File: src/sv/assert_macros.svh
// ----------------------------------------------------------------------------
// assert_macros.svh
// assertion helpers shared by the base64 encoder rtl, empty for synthesis
// ----------------------------------------------------------------------------
`ifndef ASSERT_MACROS_SVH
`define ASSERT_MACROS_SVH

`ifndef SYNTH
// property that must hold at every edge out of reset
`define B64_ASSERT(label, clk, rst, prop, msg) \
   label: assert property (@(posedge clk) disable iff (rst) (prop)) else $error(msg);
// same-cycle implication
`define B64_ASSERT_IMPL(label, clk, rst, ante, cons, msg) \
   label: assert property (@(posedge clk) disable iff (rst) (ante) |-> (cons)) \
      else $error(msg);
`else
`define B64_ASSERT(label, clk, rst, prop, msg)
`define B64_ASSERT_IMPL(label, clk, rst, ante, cons, msg)
`endif

`endif

File: src/sv/b64e_pkg.sv
// ----------------------------------------------------------------------------
// b64e_pkg
// types, constants and the alphabet function of the base64 stream encoder
// ----------------------------------------------------------------------------
`timescale 1ns / 1ps

package b64e_pkg;

   // characters per line before a wrap newline
   localparam int LINE_LIMIT  = 76;
   localparam int COL_W       = $clog2(LINE_LIMIT + 1);

   localparam logic [7:0] NEWLINE_CHAR = 8'd10;
   localparam logic [7:0] PAD_CHAR     = 8'd61;

   // group job queue
   localparam int QUEUE_DEPTH = 2;
   localparam int QPTR_W      = (QUEUE_DEPTH > 1) ? $clog2(QUEUE_DEPTH) : 1;
   localparam int QCNT_W      = $clog2(QUEUE_DEPTH + 1);

   // characters per job and slot counter width
   localparam int JOB_CHARS   = 4;
   localparam int SLOT_W      = $clog2(JOB_CHARS + 1);

   // configuration register indexes
   localparam int CSR_IDX_W = 2;
   localparam logic [CSR_IDX_W-1:0] CSR_NO_LINE_BREAKS = 2'd0;
   localparam logic [CSR_IDX_W-1:0] CSR_NO_PADDING     = 2'd1;

   typedef struct packed {
      logic [7:0] in_byte;
      logic       in_last;
   } req_type;

   typedef struct packed {
      logic [7:0] out_char;
      logic       out_last;
   } rsp_type;

   // one group of characters handed from front to back
   typedef struct packed {
      logic [JOB_CHARS-1:0][7:0] chars;
      logic [SLOT_W-1:0]         cnt;
      logic                      last;
   } job_type;

   // standard base64 alphabet
   function automatic logic [7:0] b64_char(input logic [5:0] v);
      logic [7:0] w;
      w = {2'b00, v};
      if (v < 6'd26)      b64_char = 8'd65 + w;
      else if (v < 6'd52) b64_char = 8'd71 + w;   // 'a' - 26
      else if (v < 6'd62) b64_char = w - 8'd4;    // '0' - 52
      else if (v == 6'd62) b64_char = 8'd43;      // '+'
      else                b64_char = 8'd47;       // '/'
   endfunction

endpackage

File: src/sv/b64e_front.sv
// ----------------------------------------------------------------------------
// b64e_front
// collects bytes in threes and turns each group or tail into a character job
// ----------------------------------------------------------------------------
`timescale 1ns / 1ps

module b64e_front
   import b64e_pkg::*;
(
   input  logic    clock,
   input  logic    reset,
   input  logic    no_padding,
   input  logic    req_valid,
   output logic    req_ready,
   input  req_type req_data,
   output logic    job_valid,
   input  logic    job_ready,
   output job_type job_data
);

   logic [15:0] held_bytes_ff, held_bytes_in;
   logic [1:0]  held_cnt_ff, held_cnt_in;
   logic        accept;
   logic [23:0] grp;

   assign req_ready = job_ready;
   assign accept    = req_valid && job_ready;

   always_comb begin
      held_bytes_in  = held_bytes_ff;
      held_cnt_in    = held_cnt_ff;
      grp            = '0;
      job_data.chars = '0;
      job_data.cnt   = '0;
      job_data.last  = req_data.in_last;
      job_valid      = 1'b0;
      case (held_cnt_ff)
         2'd2: begin
            grp            = {held_bytes_ff, req_data.in_byte};
            job_data.chars = {b64_char(grp[5:0]), b64_char(grp[11:6]),
                              b64_char(grp[17:12]), b64_char(grp[23:18])};
            job_data.cnt   = SLOT_W'(JOB_CHARS);
            job_valid      = accept;
            held_bytes_in  = '0;
            held_cnt_in    = 2'd0;
         end
         2'd1: begin
            grp = {held_bytes_ff[15:8], req_data.in_byte, 8'h00};
            if (req_data.in_last) begin
               job_data.chars = {PAD_CHAR, b64_char(grp[11:6]),
                                 b64_char(grp[17:12]), b64_char(grp[23:18])};
               job_data.cnt   = no_padding ? SLOT_W'(3) : SLOT_W'(4);
               job_valid      = accept;
               held_bytes_in  = '0;
               held_cnt_in    = 2'd0;
            end else begin
               held_bytes_in = {held_bytes_ff[15:8], req_data.in_byte};
               held_cnt_in   = 2'd2;
            end
         end
         default: begin
            // empty, and the unreachable count of three
            grp = {req_data.in_byte, 16'h0000};
            if (req_data.in_last) begin
               job_data.chars = {PAD_CHAR, PAD_CHAR,
                                 b64_char(grp[17:12]), b64_char(grp[23:18])};
               job_data.cnt   = no_padding ? SLOT_W'(2) : SLOT_W'(4);
               job_valid      = accept;
               held_bytes_in  = '0;
               held_cnt_in    = 2'd0;
            end else begin
               held_bytes_in = {req_data.in_byte, 8'h00};
               held_cnt_in   = 2'd1;
            end
         end
      endcase
   end

   always_ff @(posedge clock) begin
      if (reset) begin
         held_bytes_ff <= '0;
         held_cnt_ff   <= 2'd0;
      end else if (accept) begin
         held_bytes_ff <= held_bytes_in;
         held_cnt_ff   <= held_cnt_in;
      end
   end

endmodule

File: src/sv/b64e_queue.sv
// ----------------------------------------------------------------------------
// b64e_queue
// short register queue of character jobs between front and back
// ----------------------------------------------------------------------------
`timescale 1ns / 1ps

module b64e_queue
   import b64e_pkg::*;
(
   input  logic    clock,
   input  logic    reset,
   input  logic    push_valid,
   output logic    push_ready,
   input  job_type push_data,
   output logic    pop_valid,
   input  logic    pop_ready,
   output job_type pop_data
);

   job_type             slot_ff [QUEUE_DEPTH];
   logic [QPTR_W-1:0]   wr_ptr_ff, rd_ptr_ff;
   logic [QCNT_W-1:0]   count_ff;
   logic                do_push, do_pop;

   assign push_ready = (count_ff != QCNT_W'(QUEUE_DEPTH));
   assign pop_valid  = (count_ff != '0);
   assign pop_data   = slot_ff[rd_ptr_ff];
   assign do_push    = push_valid && push_ready;
   assign do_pop     = pop_valid && pop_ready;

   function automatic logic [QPTR_W-1:0] next_ptr(input logic [QPTR_W-1:0] p);
      next_ptr = (p == QPTR_W'(QUEUE_DEPTH - 1)) ? '0 : p + 1'b1;
   endfunction

   always_ff @(posedge clock) begin
      if (do_push) begin
         slot_ff[wr_ptr_ff] <= push_data;
      end
      if (reset) begin
         wr_ptr_ff <= '0;
         rd_ptr_ff <= '0;
         count_ff  <= '0;
      end else begin
         if (do_push) wr_ptr_ff <= next_ptr(wr_ptr_ff);
         if (do_pop)  rd_ptr_ff <= next_ptr(rd_ptr_ff);
         if (do_push && !do_pop)      count_ff <= count_ff + 1'b1;
         else if (do_pop && !do_push) count_ff <= count_ff - 1'b1;
      end
   end

endmodule

File: src/sv/b64e_back.sv
// ----------------------------------------------------------------------------
// b64e_back
// sends the characters of each job one a cycle while the output is not stalled, with line wrapping and a final newline
// ----------------------------------------------------------------------------
`timescale 1ns / 1ps

module b64e_back
   import b64e_pkg::*;
(
   input  logic             clock,
   input  logic             reset,
   input  logic             no_line_breaks,
   input  logic             job_valid,
   output logic             job_ready,
   input  job_type          job_data,
   output logic             rsp_valid,
   input  logic             rsp_ready,
   output rsp_type          rsp_data,
   output logic [COL_W-1:0] line_col
);

   logic              rsp_valid_ff, rsp_valid_in;
   rsp_type           rsp_data_ff, rsp_data_in;
   logic [SLOT_W-1:0] idx_ff, idx_in;
   logic [COL_W-1:0]  col_ff, col_in;
   logic              advance;

   assign advance  = job_valid && (!rsp_valid_ff || rsp_ready);
   assign rsp_valid = rsp_valid_ff;
   assign rsp_data  = rsp_data_ff;
   assign line_col  = col_ff;

   always_comb begin
      rsp_valid_in = rsp_valid_ff && !rsp_ready;
      rsp_data_in  = rsp_data_ff;
      idx_in       = idx_ff;
      col_in       = col_ff;
      job_ready    = 1'b0;
      if (advance) begin
         rsp_valid_in = 1'b1;
         if (idx_ff < job_data.cnt) begin
            if (!no_line_breaks && (col_ff >= COL_W'(LINE_LIMIT))) begin
               // wrap newline, the character follows next
               rsp_data_in = '{out_char: NEWLINE_CHAR, out_last: 1'b0};
               col_in      = '0;
            end else begin
               rsp_data_in = '{out_char: job_data.chars[idx_ff[1:0]], out_last: 1'b0};
               if (!no_line_breaks) col_in = col_ff + 1'b1;
               if (!job_data.last && (idx_ff == job_data.cnt - 1'b1)) begin
                  job_ready = 1'b1;
                  idx_in    = '0;
               end else begin
                  idx_in = idx_ff + 1'b1;
               end
            end
         end else begin
            // terminating newline
            rsp_data_in = '{out_char: NEWLINE_CHAR, out_last: 1'b1};
            col_in      = '0;
            job_ready   = 1'b1;
            idx_in      = '0;
         end
      end
   end

   always_ff @(posedge clock) begin
      rsp_data_ff <= rsp_data_in;
      if (reset) begin
         rsp_valid_ff <= 1'b0;
         idx_ff       <= '0;
         col_ff       <= '0;
      end else begin
         rsp_valid_ff <= rsp_valid_in;
         idx_ff       <= idx_in;
         col_ff       <= col_in;
      end
   end

endmodule

File: src/sv/base64_stream_encoder_core.sv
// ----------------------------------------------------------------------------
// base64_stream_encoder_core
// streaming base64 encoder with optional padding and line wrapping
// ----------------------------------------------------------------------------
// channel  dir  handshake            payload
// req      in   req_valid/req_ready  req_data  (in_byte, in_last)
// rsp      out  rsp_valid/rsp_ready  rsp_data  (out_char, out_last)
// csr      in   csr_valid/csr_ready  csr_index, csr_wdata
//
// a request is taken while the queue has room; the back end sends one character
// a cycle unless rsp stalls, so a full group of three requests makes four
// characters, plus a wrap newline now and then and the final newline of a message;
// sustained throughput is set by the back end character loop
// the front stalls only once two jobs wait in the queue; csr_ready is always high
// reset is synchronous; it empties the queue, clears the held group, the line
// column and returns config to padding and wrapping on
// ----------------------------------------------------------------------------
`timescale 1ns / 1ps
`include "assert_macros.svh"

module base64_stream_encoder_core
   import b64e_pkg::*;
(
   input  logic                 clock,
   input  logic                 reset,
   input  logic                 req_valid,
   output logic                 req_ready,
   input  req_type              req_data,
   output logic                 rsp_valid,
   input  logic                 rsp_ready,
   output rsp_type              rsp_data,
   input  logic                 csr_valid,
   output logic                 csr_ready,
   input  logic [CSR_IDX_W-1:0] csr_index,
   input  logic                 csr_wdata
);

   // configuration registers
   logic no_line_breaks_ff;
   logic no_padding_ff;

   // front to queue
   logic    fq_valid, fq_ready;
   job_type fq_data;

   // queue to back
   logic    qb_valid, qb_ready;
   job_type qb_data;

   logic [COL_W-1:0] line_col;

   assign csr_ready = 1'b1;

   // register writes, unknown indexes ignored
   always_ff @(posedge clock) begin
      if (reset) begin
         no_line_breaks_ff <= 1'b0;
         no_padding_ff     <= 1'b0;
      end else if (csr_valid) begin
         case (csr_index)
            CSR_NO_LINE_BREAKS: no_line_breaks_ff <= csr_wdata;
            CSR_NO_PADDING:     no_padding_ff     <= csr_wdata;
            default: ;
         endcase
      end
   end

   // front: grouping of bytes, alphabet lookup, padding
   b64e_front u_front (
      .clock      (clock),
      .reset      (reset),
      .no_padding (no_padding_ff),
      .req_valid  (req_valid),
      .req_ready  (req_ready),
      .req_data   (req_data),
      .job_valid  (fq_valid),
      .job_ready  (fq_ready),
      .job_data   (fq_data)
   );

   // two-entry job queue lets front and back stall apart
   b64e_queue u_queue (
      .clock      (clock),
      .reset      (reset),
      .push_valid (fq_valid),
      .push_ready (fq_ready),
      .push_data  (fq_data),
      .pop_valid  (qb_valid),
      .pop_ready  (qb_ready),
      .pop_data   (qb_data)
   );

   // back: one character a cycle into the output register while rsp is not stalled, wrap newlines
   b64e_back u_back (
      .clock          (clock),
      .reset          (reset),
      .no_line_breaks (no_line_breaks_ff),
      .job_valid      (qb_valid),
      .job_ready      (qb_ready),
      .job_data       (qb_data),
      .rsp_valid      (rsp_valid),
      .rsp_ready      (rsp_ready),
      .rsp_data       (rsp_data),
      .line_col       (line_col)
   );

   // the final mark only ever rides on a newline
   `B64_ASSERT_IMPL(a_last_is_newline, clock, reset, rsp_valid && rsp_data.out_last,
      rsp_data.out_char == NEWLINE_CHAR, "last mark on a non-newline character")
   // any newline on show has just restarted the line
   `B64_ASSERT_IMPL(a_newline_col_zero, clock, reset,
      rsp_valid && (rsp_data.out_char == NEWLINE_CHAR), line_col == '0,
      "newline sent without a column restart")
   // the column never passes the line limit
   `B64_ASSERT(a_col_in_range, clock, reset, line_col <= COL_W'(LINE_LIMIT),
      "line column beyond the limit")

endmodule

File: config.mk
export PLATFORM = sky130hd
export DESIGN_NAME = base64_stream_encoder_core
export DESIGN_NICKNAME = d
export VERILOG_FILES = /design/src/sv/b64e_pkg.sv /design/src/sv/b64e_front.sv /design/src/sv/b64e_queue.sv /design/src/sv/b64e_back.sv /design/src/sv/base64_stream_encoder_core.sv
export VERILOG_INCLUDE_DIRS = /design/src /design/src/sv
export SDC_FILE = /design/constraint.sdc
export NUM_CORES = 1
export LEC_CHECK = 0
export BUFFER_PORTS_ARGS = -buffer_cell sky130_fd_sc_hd__buf_4
export CAP_MARGIN = 15
export CORE_MARGIN = 2
export CORE_UTILIZATION = 45
export DETAILED_ROUTE_END_ITERATION = 6
export PLACE_DENSITY = 0.72
export SLEW_MARGIN = 20
export SYNTH_ARGS = -nofsm -noshare
export SYNTH_HDL_FRONTEND = slang
export SYNTH_SLANG_ARGS = --single-unit
File: constraint.sdc
create_clock -name clock -period 5.37 [get_ports clock]
set_clock_uncertainty 0.05 [all_clocks]
set_input_delay 0.8055 -clock clock [delete_from_list [all_inputs] [get_ports clock]]
set_output_delay 0.8055 -clock clock [all_outputs]
set_load 0.01 [all_outputs]
==> results.cfg <==
[global_route]
grtUsageMet2_pct = 35.20
globalRouteMet1Util_pct = 30.15
grt_antenna_before_repair = 0
grt_use_total_pct = 22.13
gr-max-usage-layer = met2
grt_util_met3_pct = 4.960
grt_start_max_net_pins = 37
grt_pass1_vias = 5486
grt_pass1_wl_mm = 30.44
overflow = 0

[setup_path]
arrival_ps = 3720
cp.required_ps = 5680
critPathMaxFanout = 14
path_class = reg -> reg
start_kind = flip-flop
crit_path_end_kind = flip-flop

[synth]
synth_ff_type = edfxtp_1
synthMuxAreaShare_pct = 7.698
synth_area_leaders = edfxtp_1 33%, dfxtp_1 9.7%, ha_1 7.1%, mux4_2 4.9%, a21oi_1 3.8%
synth_top_area_cell = edfxtp_1
ys_warn_count = 0
ys_types = 74
syn_area_um2 = 7412
synth-compound-area-share_pct = 18.86
synth_fa_ha_area_share_pct = 7.090
synth_top_area_share_pct = 32.82
ys_async_sr_fraction_pct = 0
synth_simple_gate_area_share_pct = 15.40
syn_nets = 814
avgSynthCellArea_um2 = 9.817
synthXorXnorAreaFrac_pct = 3.190
synth_edf_count = 81
synth_top_family_by_area = compound AO/OA/AOI/OAI gates
synth-seq-cells = 117
netlist_instances = 755
yosysSeqAreaShare_pct = 42.54

[route]
route.detailed.drc = 0
wirelength_mm = 19.00
viasPerCell = 6.080
ant_nets = 0
dr.pass1.iters = 5
wire_per_inst_um = 19.47
vias = 5934
drtIter0Drc = 583

[min_path]
worst_hold_path_type = reg -> reg
min_from = u_front.held_cnt_ff[0]

[cts]
h-tree-depth = 4
postCtsHoldBufs = 0
numCtsBuffers = 17
clockBufferDepth = 2
clkLatencyLatePin_ps = 430
cts_tree = done
cts.sinks = 117
ctsResizeCount = 0
cts_setup_buffers = 0
cts.clk_slew.worst_paths_ps = 60
root_buffer = clkbuf_16

[place]
routabilityCongestion = 0.9792
numPortBuffers = 27
dpl.hpwl_mm = 13.35

[die]
initial_core_util_pct = 46.32
placementRows = 46
die_area_um2 = 17510
core_um2 = 16000
die_h_um = 132.3
io_pins = 29
dieWidth_um = 132.3

[timing]
maxSlewViolCount = 0
grt_setup_unrepaired = no
hold_viol = 0
max_freq_mhz = 293.2
fin_crit_sh_pct = 63.51
slew_headroom_pct = 30.18
setup_violations = 0
fin_crit_ps = 3410
worstMarginPinSlew_ps = 1045
fin_tns_setup_ps = 0

[final_layout]
synthToLayoutAreaGrowth_pct = 11.66
fin_util_pct = 51.73
final_nets = 806
diodes = 0
layout_commonest_cell = edfxtp_1
layout-drive-gt1-share_pct = 11.58
final_cell_mix = 81 x edfxtp_1, 58 x nor2_1, 56 x a21oi_1, 50 x nand2_1, 44 x o21ai_0

[power]
powerDensity_nw_per_um2 = 401.6
vdd_ir_drop_max_mv = 0.2593
leakagePower_uw = 0.002978

[outcome]
outcome = finished clean

[run]
cap_violations = 0
[worst max-delay path: stages (launching register included)]
cell and delay (ps):
dfxtp_1 900, mux2i_1 430, ha_1 310, xnor2_1 160
a2111oi_4 270, a31oi_1 180, nand2b_1 180, ha_1 350
or3_1 380, a21oi_1 140
[synth_stat cells (8+ instances only)]
cell type	instances
a211oi_1	11
a21o_1	9
a21oi_1	56
a22oi_1	10
a31oi_1	11
and2_1	8
buf_2	10
clkbuf_1	38
dfxtp_1	36
edfxtp_1	81
ha_1	42
inv_1	35
mux2i_1	15
mux4_2	16
nand2_1	50
nand2b_1	9
nand3_1	28
nor2_1	60
nor2b_1	10
nor3_1	24
o21ai_0	44
o31ai_1	8
xnor2_1	18
xor2_1	9
[final timing paths]
| check | to | slack (ps) | cells after the start |
|---|---|---|---|
| worst max register to register | u_queue.count_ff[1] | 1960 | 9 |
| worst min register to register | u_front.held_cnt_ff[0] | 450 | 2 |
| worst min-delay path | u_front.held_cnt_ff[0] | 450 | 2 |
| worst max-delay path | u_queue.count_ff[1] | 1960 | 9 |
[logic make-up (layout without fill, tap and decap cells)]
family,after synthesis,count (layout)
other,1,1
xor gates and xnor gates,27,27
buffers and inverters,91,96
AOI/OAI and AO/OA,211,211
DFF,117,117
and+or+nand+nor,230,230
adders and majority gates,42,42
muxes,36,36
[stage by stage]
stage	setup slack, ps	instance area [um2]	hold WS (ps)	power [uW]	instances
finish	1960	8277	452.9	3324	976
global route	1705	8277	466.8	3474	976
CTS	1917	8277	456.5	3335	976
detailed placement	2025	7659	448.6	2137	944
global placement	2133	7659	418.6	2111	944
floorplan	2043	7412	403.6	1865	755
[per-layer routing]
metal	up-vias	share of wire [%]
met1	2852	44
met5	-	0
met4	0	2.0
met2	246	47
met3	33	7.1
li1	2803	-
[final cells by class]
class | count | area (um2)
Clock inverter | 15 | 192.7
Sequential cell | 117 | 3153
Fill cell | 1445 | 7724
Clock buffer | 17 | 425.4
Inverter | 36 | 135.1
Timing Repair Buffer | 28 | 210.2
Multi-Input combinational cell | 547 | 3890
Tap cell | 216 | 270.3
[power by group]
| part | internal (uW) | switching [uW] | leakage (uW) |
|---|---|---|---|
| Clock | 742 | 452 | 0.000306 |
| Sequential | 1160 | 103 | 0.00105 |
| Combinational | 346 | 518 | 0.00162 |
[flip-flops by register name (all words and copies together), names as in the netlist, 2 cells and up, named ones only]
register and flops:
u_back.line_col 7, u_front.held_cnt_ff 2, u_queue.count_ff 2, u_back.rsp_data 9, u_queue.slot_ff 72, u_back.idx_ff 3
u_front.held_bytes_ff 16
(Power assumes the default switching activity.)
